### src/rtl/core/fejs_pkg.sv
`timescale 1ns / 1ps
`default_nettype none
// ----------------------------------------------------------------------------
// fejs_pkg
// Shared types, geometry and codes of the flash erase job sequencer.
// ----------------------------------------------------------------------------
package fejs_pkg;

    // flash geometry (sector and subsector sizes are powers of two)
    localparam int FLASH_BYTES     = 16777216;
    localparam int SECTOR_BYTES    = 65536;
    localparam int SUBSECTOR_BYTES = 4096;
    localparam int MAX_RETRIES     = 3;

    // field widths
    localparam int ADDR_W   = 24;
    localparam int JADDR_W  = 25;
    localparam int MS_W     = 16;
    localparam int WIDE_W   = 27;
    localparam int CFG_IDX_W = 3;

    // stream payload widths
    localparam int S_TDATA_W = 56;
    localparam int M_TDATA_W = 72;

    typedef logic [WIDE_W-1:0] t_wide;

    // geometry in datapath width
    localparam t_wide FLASH_W   = WIDE_W'(FLASH_BYTES);
    localparam t_wide SECTOR_W  = WIDE_W'(SECTOR_BYTES);
    localparam t_wide SUBSEC_W  = WIDE_W'(SUBSECTOR_BYTES);
    localparam logic [1:0] RETRY_LIMIT = 2'(MAX_RETRIES);

    // command kinds
    localparam logic CMD_START = 1'b0;
    localparam logic CMD_STEP  = 1'b1;

    // poll codes of the pending erase
    localparam logic [1:0] POLL_OK   = 2'd0;
    localparam logic [1:0] POLL_BUSY = 2'd1;

    // job status codes
    localparam logic [1:0] ST_OK        = 2'd0;
    localparam logic [1:0] ST_PROTECTED = 2'd1;
    localparam logic [1:0] ST_FAILED    = 2'd2;
    localparam logic [1:0] ST_REFUSED   = 2'd3;

    // configuration register indexes
    localparam logic [CFG_IDX_W-1:0] CFG_PROT_EN    = 3'd0;
    localparam logic [CFG_IDX_W-1:0] CFG_PROT_START = 3'd1;
    localparam logic [CFG_IDX_W-1:0] CFG_PROT_END   = 3'd2;
    localparam logic [CFG_IDX_W-1:0] CFG_SECTOR_MS  = 3'd3;
    localparam logic [CFG_IDX_W-1:0] CFG_SUBSEC_MS  = 3'd4;
    localparam logic [CFG_IDX_W-1:0] CFG_POLL_AVAIL = 3'd5;

    // configuration reset values
    localparam logic [MS_W-1:0] SECTOR_MS_RST = 16'd400;
    localparam logic [MS_W-1:0] SUBSEC_MS_RST = 16'd50;

endpackage : fejs_pkg
`default_nettype wire

### src/rtl/core/flash_erase_job_sequencer_top.sv
`timescale 1ns / 1ps
`default_nettype none
// ----------------------------------------------------------------------------
// flash_erase_job_sequencer_top
// Erase job sequencer for a NOR flash with sectors and subsectors.
// ----------------------------------------------------------------------------
// A start transaction (tuser 0) loads a job, aligned down and rounded up to
// whole subsectors. Each step transaction (tuser 1) brings the poll of the
// pending erase and the blank and refuse flags; the block answers with one
// result transaction per input: the erase to issue, the wait time and the job
// status, with tlast marking the step that ends the job. One transaction is
// taken every clock cycle while the result stream does not stall; the input
// register takes the transaction and a single pass of the step logic feeds
// the result register once the result register is free. Configuration
// writes must be made only while no transaction is in flight.
module flash_erase_job_sequencer_top (
    input  wire                           i_clk,
    input  wire                           i_rst_n,
    // configuration write port
    input  wire                           i_cfg_we,
    input  wire [fejs_pkg::CFG_IDX_W-1:0] i_cfg_addr,
    input  wire [fejs_pkg::JADDR_W-1:0]   i_cfg_wdata,
    // input stream
    input  wire                           i_s_axis_tvalid,
    output logic                          o_s_axis_tready,
    // tdata: start_addr[23:0], job_length[48:24], erase_result[50:49],
    //        region_blank[51], begin_refused[52], zero fill
    input  wire [fejs_pkg::S_TDATA_W-1:0] i_s_axis_tdata,
    // tuser: cmd[0]
    input  wire                           i_s_axis_tuser,
    // result stream
    output logic                          o_m_axis_tvalid,
    input  wire                           i_m_axis_tready,
    // tdata: issue_erase[0], erase_addr[24:1], erase_is_sector[25],
    //        wait_ms[41:26], status[43:42], next_addr[68:44],
    //        job_active[69], zero fill
    output logic [fejs_pkg::M_TDATA_W-1:0] o_m_axis_tdata,
    // tlast: finished
    output logic                          o_m_axis_tlast
);
    import fejs_pkg::*;

    // configuration registers
    logic               r_prot_en;
    logic [ADDR_W-1:0]  r_prot_start;
    logic [JADDR_W-1:0] r_prot_end;
    logic [MS_W-1:0]    r_sector_ms;
    logic [MS_W-1:0]    r_subsec_ms;
    logic               r_poll_avail;

    // input stage
    logic               r_in_valid;
    logic               r_in_cmd;
    logic [ADDR_W-1:0]  r_in_start;
    logic [JADDR_W-1:0] r_in_len;
    logic [1:0]         r_in_poll;
    logic               r_in_blank;
    logic               r_in_refused;

    // job state
    logic               r_job_running, n_job_running;
    logic               r_erase_pending, n_erase_pending;
    logic               r_unit_sector, n_unit_sector;
    logic [1:0]         r_retry_count, n_retry_count;
    logic [JADDR_W-1:0] r_cursor_addr, n_cursor_addr;
    logic [JADDR_W-1:0] r_job_end, n_job_end;
    logic [MS_W-1:0]    r_expected_time, n_expected_time;

    // result register
    logic               r_out_valid;
    logic [M_TDATA_W-1:0] r_out_data;
    logic               r_out_last;

    // step results
    logic               res_issue;
    logic [ADDR_W-1:0]  res_eaddr;
    logic               res_esec;
    logic [MS_W-1:0]    res_wait;
    logic               res_fin;
    logic [1:0]         res_status;

    // datapath temporaries
    logic               go_on;
    t_wide              st_a, st_len, st_end;
    t_wide              cur_w, unit_w, unit_top;
    logic               pick_sector;
    logic [MS_W-1:0]    sel_ms;
    logic [MS_W+2:0]    ms_x7;
    logic [MS_W-1:0]    wait_busy, wait_issue;

    // handshake
    logic out_free, in_accept, in_fire;
    assign out_free  = !r_out_valid || i_m_axis_tready;
    assign o_s_axis_tready = !r_in_valid || out_free;
    assign in_accept = i_s_axis_tvalid && o_s_axis_tready;
    assign in_fire   = r_in_valid && out_free;

    // configuration writes
    always_ff @(posedge i_clk) begin
        if (!i_rst_n) begin
            r_prot_en    <= 1'b0;
            r_prot_start <= '0;
            r_prot_end   <= '0;
            r_sector_ms  <= SECTOR_MS_RST;
            r_subsec_ms  <= SUBSEC_MS_RST;
            r_poll_avail <= 1'b1;
        end else if (i_cfg_we) begin
            unique case (i_cfg_addr)
                CFG_PROT_EN:    r_prot_en    <= i_cfg_wdata[0];
                CFG_PROT_START: r_prot_start <= i_cfg_wdata[ADDR_W-1:0];
                CFG_PROT_END:   r_prot_end   <= i_cfg_wdata;
                CFG_SECTOR_MS:  r_sector_ms  <= i_cfg_wdata[MS_W-1:0];
                CFG_SUBSEC_MS:  r_subsec_ms  <= i_cfg_wdata[MS_W-1:0];
                CFG_POLL_AVAIL: r_poll_avail <= i_cfg_wdata[0];
                default: ;
            endcase
        end
    end

    // input register
    always_ff @(posedge i_clk) begin
        if (!i_rst_n) begin
            r_in_valid <= 1'b0;
        end else if (in_accept) begin
            r_in_valid <= 1'b1;
        end else if (out_free) begin
            r_in_valid <= 1'b0;
        end
    end

    always_ff @(posedge i_clk) begin
        if (in_accept) begin
            r_in_cmd     <= i_s_axis_tuser;
            r_in_start   <= i_s_axis_tdata[23:0];
            r_in_len     <= i_s_axis_tdata[48:24];
            r_in_poll    <= i_s_axis_tdata[50:49];
            r_in_blank   <= i_s_axis_tdata[51];
            r_in_refused <= i_s_axis_tdata[52];
        end
    end

    // wait times: an eighth while busy, seven eighths after issue, at least 1
    assign wait_busy  = (r_expected_time[MS_W-1:3] == '0) ? MS_W'(1)
                                                           : MS_W'(r_expected_time >> 3);
    assign sel_ms     = pick_sector ? r_sector_ms : r_subsec_ms;
    assign ms_x7      = ({sel_ms, 3'b000}) - {3'b000, sel_ms};
    assign wait_issue = (ms_x7[MS_W+2:3] == '0) ? MS_W'(1) : ms_x7[MS_W+2:3];

    // start job: align, round and saturate
    assign st_a   = WIDE_W'(r_in_start) & ~(SUBSEC_W - 1'b1);
    assign st_len = (WIDE_W'(r_in_len) + SUBSEC_W - 1'b1) & ~(SUBSEC_W - 1'b1);
    always_comb begin
        st_end = st_a + st_len;
        if (st_end > FLASH_W) begin
            st_end = FLASH_W;
        end
    end

    // one pass of the step logic
    always_comb begin
        n_job_running   = r_job_running;
        n_erase_pending = r_erase_pending;
        n_unit_sector   = r_unit_sector;
        n_retry_count   = r_retry_count;
        n_cursor_addr   = r_cursor_addr;
        n_job_end       = r_job_end;
        n_expected_time = r_expected_time;
        res_issue  = 1'b0;
        res_eaddr  = '0;
        res_esec   = 1'b0;
        res_wait   = '0;
        res_fin    = 1'b0;
        res_status = ST_OK;
        go_on       = 1'b1;
        cur_w       = '0;
        pick_sector = 1'b0;
        unit_w      = SUBSEC_W;
        unit_top    = '0;

        if (r_in_cmd == CMD_START) begin
            n_cursor_addr   = st_a[JADDR_W-1:0];
            n_job_end       = st_end[JADDR_W-1:0];
            n_retry_count   = '0;
            n_erase_pending = 1'b0;
            n_unit_sector   = 1'b0;
            n_expected_time = '0;
            if (st_end <= st_a) begin
                n_job_running = 1'b0;
                res_fin       = 1'b1;
            end else begin
                n_job_running = 1'b1;
            end
        end else if (r_job_running) begin
            // collect the poll of the pending erase
            if (r_erase_pending) begin
                if (r_in_poll == POLL_BUSY) begin
                    res_wait = wait_busy;
                    go_on    = 1'b0;
                end else begin
                    n_erase_pending = 1'b0;
                    if (r_in_poll == POLL_OK) begin
                        n_cursor_addr = JADDR_W'(WIDE_W'(r_cursor_addr)
                                        + (r_unit_sector ? SECTOR_W : SUBSEC_W));
                        n_retry_count = '0;
                    end else if (r_retry_count < RETRY_LIMIT) begin
                        n_retry_count = r_retry_count + 2'd1;
                    end else begin
                        res_status = ST_FAILED;
                        res_fin    = 1'b1;
                        go_on      = 1'b0;
                    end
                end
            end

            // end of range
            if (go_on && (n_cursor_addr >= r_job_end)) begin
                res_fin = 1'b1;
                go_on   = 1'b0;
            end

            // pick and handle the next unit
            if (go_on) begin
                cur_w       = WIDE_W'(n_cursor_addr);
                pick_sector = ((cur_w & (SECTOR_W - 1'b1)) == '0)
                              && ((cur_w + SECTOR_W) <= WIDE_W'(r_job_end));
                unit_w      = pick_sector ? SECTOR_W : SUBSEC_W;
                unit_top    = cur_w + unit_w;
                n_unit_sector = pick_sector;
                priority if (r_prot_en && (cur_w < WIDE_W'(r_prot_end))
                             && (unit_top > WIDE_W'(r_prot_start))) begin
                    res_status = ST_PROTECTED;
                    res_fin    = 1'b1;
                end else if (r_in_blank) begin
                    n_cursor_addr = unit_top[JADDR_W-1:0];
                end else if (r_in_refused) begin
                    res_status = ST_REFUSED;
                    res_fin    = 1'b1;
                end else begin
                    res_issue = 1'b1;
                    res_eaddr = cur_w[ADDR_W-1:0];
                    res_esec  = pick_sector;
                    if (r_poll_avail) begin
                        n_erase_pending = 1'b1;
                        n_expected_time = sel_ms;
                        res_wait        = wait_issue;
                    end else begin
                        n_cursor_addr = unit_top[JADDR_W-1:0];
                        n_retry_count = '0;
                    end
                end
            end

            if (res_fin) begin
                n_job_running   = 1'b0;
                n_erase_pending = 1'b0;
            end
        end
    end

    // job state registers
    always_ff @(posedge i_clk) begin
        if (!i_rst_n) begin
            r_job_running   <= 1'b0;
            r_erase_pending <= 1'b0;
            r_unit_sector   <= 1'b0;
            r_retry_count   <= '0;
            r_cursor_addr   <= '0;
            r_job_end       <= '0;
            r_expected_time <= '0;
        end else if (in_fire) begin
            r_job_running   <= n_job_running;
            r_erase_pending <= n_erase_pending;
            r_unit_sector   <= n_unit_sector;
            r_retry_count   <= n_retry_count;
            r_cursor_addr   <= n_cursor_addr;
            r_job_end       <= n_job_end;
            r_expected_time <= n_expected_time;
        end
    end

    // result register
    always_ff @(posedge i_clk) begin
        if (!i_rst_n) begin
            r_out_valid <= 1'b0;
        end else if (out_free) begin
            r_out_valid <= r_in_valid;
        end
    end

    always_ff @(posedge i_clk) begin
        if (in_fire) begin
            r_out_data <= {2'b00, n_job_running, n_cursor_addr, res_status,
                           res_wait, res_esec, res_eaddr, res_issue};
            r_out_last <= res_fin;
        end
    end

    assign o_m_axis_tvalid = r_out_valid;
    assign o_m_axis_tdata  = r_out_data;
    assign o_m_axis_tlast  = r_out_last;

endmodule : flash_erase_job_sequencer_top
`default_nettype wire

### config.mk
export PLATFORM = sky130hd
export DESIGN_NAME = flash_erase_job_sequencer_top
export DESIGN_NICKNAME = d
export VERILOG_FILES = /design/src/rtl/core/fejs_pkg.sv /design/src/rtl/core/flash_erase_job_sequencer_top.sv
export SDC_FILE = /design/constraint.sdc
export NUM_CORES = 1
export LEC_CHECK = 0
export BUFFER_PORTS_ARGS = -buffer_cell sky130_fd_sc_hd__buf_2
export CAP_MARGIN = 20
export CORE_ASPECT_RATIO = 2
export CORE_MARGIN = 10
export CORE_UTILIZATION = 36
export CTS_CLUSTER_DIAMETER = 150
export DETAILED_ROUTE_END_ITERATION = 8
export PLACE_DENSITY = 0.55
export RECOVER_POWER = 100
export SLEW_MARGIN = 0
export SYNTH_ARGS = -nofsm -noshare
export SYNTH_HDL_FRONTEND = slang
export SYNTH_SLANG_ARGS = --single-unit
### constraint.sdc
create_clock -name i_clk -period 21.1 [get_ports i_clk]
set_clock_uncertainty 0.05 [all_clocks]
set_input_delay 1.055 -clock i_clk [delete_from_list [all_inputs] [get_ports i_clk]]
set_output_delay 1.055 -clock i_clk [all_outputs]
set_load 0.02 [all_outputs]
==> results.ini <==
[clock_tree]
cts.sinks = 254
post_cts_buffers = 0
cts_max_level = 1
numCtsBuffers = 25
hold_buffers = 0
root_buffer = clkbuf_16
cts_resized = 0
cts_tree = built
worstSkewPairLatency_ns = 0.56
cts_max_path_buffers = 3
clk_pin_slew_ns = 0.07

[final_layout]
final_area_um2 = 16500
final_common_cell = nand2_1
n_antenna_cell = 0
final_cells = 2292
drive_gt1_share_pct = 9.76
post-route-util_pct = 41.0
fin_nets = 1946
layout_common_cells = nand2_1 (259), a21oi_1 (160), dfxtp_1 (141)
area_growth_pct = 12.6
fillers = 4036

[timing]
slew_headroom_pct = -181
fin_tns_setup_ns = 0
slew_viol_final = 323
hold_slack_ns = 0.404
hold_viol_final = 0
tightest_slew_ns = 4.22
clock.fmax_mhz = 75.5
setup_ws_ns = 7.86
period_share_pct = 62.7
setup_viol = 0
grt_setup_unrepaired = false
fin_crit_ns = 13.24

[global_routing]
grt_max_degree = 83
track_usage_pct = 20.1
antenna_found_initial = 2
grt_overflow = 0
grt_pass1_wl_mm = 76.2
grt_pass1_vias = 13000

[hold_path]
hold_class = register to register
min_from = r_subsec_ms[3]

[pwr]
vdd_drop_max_mv = 0.0681
p_comb_share_pct = 18.0
power_density_nw_per_um2 = 72.8
internal-power_uw = 844
power_mw = 1.20
p_leak_nw = 6.23
pwr-share-seq_pct = 45.3
p_sw_uw = 357
clock_power_share_pct = 36.7
p_sw_share_pct = 29.7

[drt]
routedWlPerCell_um = 22.1
viasPerCell = 5.40
postRouteAntennaNets = 0
drc = 0
routed_wl_mm = 50.5
vias = 12400
firstDrtPassIters = 5
drt_iter0_markers = 677

[logic_synthesis]
yosys.area.top_type = edfxtp_1
ys_ff_latch = 254
ys_async_sr_fraction_pct = 0
postSynthAreaPerCell_um2 = 9.06
synth_area_leaders = edfxtp_1 (23%), dfxtp_1 (19%), ha_1 (9.6%)
syn_area_um2 = 14700
synthFlopType = dfxtp_1
synth_top_area_share_pct = 23.2
netlist_instances = 1618
yosysSeqAreaShare_pct = 42.4
synth_edf_count = 113
synth_cell_types = 101
ys.warnings.count = 0

[worst_setup_path]
r2r_end = o_m_axis_tdata[61]
worstSetupEndpointType = register
cp-endpoint = o_m_axis_tdata[61]
cp-start-kind = register
cp.required_ns = 21.34
worst-r2r-setup-slack_ns = 7.86
reg2regPathDepth = 26
rr_startpoint = r_unit_sector
crit_fanout = 15
critPathKind = register to register
startpoint = r_unit_sector
cp.arrival_ns = 13.48

[floorplan]
die_h_um = 305
ios = 165
die_x_um = 163
num_rows = 104
die_area_um2 = 49700
initial_utilization_pct = 36.4
core-area_um2 = 40200

[flow_run]
maxCapViolations = 8

[outcome]
violations = capacitance limit, slew limit
status = finished, violations left

[placed_design]
pre_cts_slack_ns = 11.58
dp_cells = 2246
globalplace.congestion = 0.940
portBuffers = 147
dpl.hpwl_mm = 39.8
placed_area_um2 = 15900

-- sequential cells by signal, indices dropped and copies added, names as in the netlist, 2 cells and up --
register         count
r_sector_ms         16
r_subsec_ms         16
r_in_poll            2
r_cursor_addr       25
o_m_axis_tdata      70
r_retry_count        2
r_prot_end          25
r_in_start          12
r_in_len            25
r_expected_time     13
r_job_end           13
r_prot_start        24
-- power by group through the flow --
stage | Combinational, mW | Clock [mW] | Sequential [mW]
after floorplan | 0.142 | 0 | 0.558
after global placement | 0.220 | 0 | 0.553
after detailed placement | 0.222 | 0 | 0.554
after CTS | 0.224 | 0.453 | 0.543
after global routing | 0.238 | 0.474 | 0.546
final | 0.217 | 0.440 | 0.544
-- cells by family after synthesis --
logic type               share of synthesized area (%)
AO/OA/AOI/OAI                                     15.8
XOR/XNOR                                          4.36
adder cells (fa/ha/maj)                           9.97
buffers and inverters                             5.11
flip-flops                                        42.4
multiplexers                                      2.11
other                                           0.0256
AND/OR/NAND/NOR                                   20.2
-- worst min path at each step --
stage	depth (start not counted)	endpoint	slack, ns
after floorplan	2	r_sector_ms[10]	0.38
after global placement	2	r_sector_ms[10]	0.39
after detailed placement	2	r_subsec_ms[3]	0.40
after CTS	2	r_subsec_ms[3]	0.41
after global routing	2	r_prot_start[8]	0.42
final	2	r_subsec_ms[3]	0.40
-- critical path: stages, from the launching register on --
cell,delay (ns)
dfxtp_1,0.38
inv_1,0.06
ha_1,0.23
ha_1,0.23
a41oi_1,0.58
o21ai_0,0.37
nor4_1,0.42
o311ai_0,0.50
o311ai_0,2.67
clkinv_1,1.00
ha_1,0.67
inv_1,0.06
a2111oi_0,0.61
o221ai_1,0.51
nor3_1,0.66
xnor2_1,0.16
ha_1,0.31
and4_1,0.17
nand4_1,0.09
nor4_1,0.20
a21oi_1,0.14
o2bb2ai_1,0.23
a211oi_1,1.41
a21boi_0,0.24
o21ai_0,0.47
xor2_1,0.12
o21ai_0,0.43
-- routing by layer --
layer	vias to the layer above	GRT usage, %	share of wire, %
met1	5865	17.2	31
met5	-	0	0
li1	5976	-	-
met4	0	16.4	9.5
met2	364	39.3	56
met3	167	2.67	3.8
-- cell type report --
| type | count | area [µm²] | area share [%] |
|---|---|---|---|
| clock inverter | 17 | 123 | 0.743 |
| sequential | 254 | 6220 | 37.7 |
| tap | 530 | 663 | 4.02 |
| timing repair buffer | 165 | 754 | 4.57 |
| clock buffer | 29 | 683 | 4.14 |
| inverter | 120 | 452 | 2.74 |
| multi-input combinational | 1177 | 7610 | 46.1 |
-- synth_stat cells (all sizes together), types with 10 or more instances --
| cell type | number |
|---|---|
| nand2 | 260 |
| a21oi | 160 |
| dfxtp | 141 |
| inv | 120 |
| edfxtp | 113 |
| ha | 112 |
| nor2 | 98 |
| clkbuf | 53 |
| xnor2 | 47 |
| o21ai | 46 |
| nand3 | 43 |
| and3 | 34 |
| nor3 | 31 |
| and2 | 26 |
| xor2 | 26 |
| nor4 | 23 |
| nand4 | 20 |
| buf | 15 |
| mux2 | 15 |
| nor2b | 15 |
| mux2i | 14 |
| a21o | 13 |
| or3 | 13 |
| or2 | 11 |
| nand2b | 10 |
(Power assumes the default switching activity.)
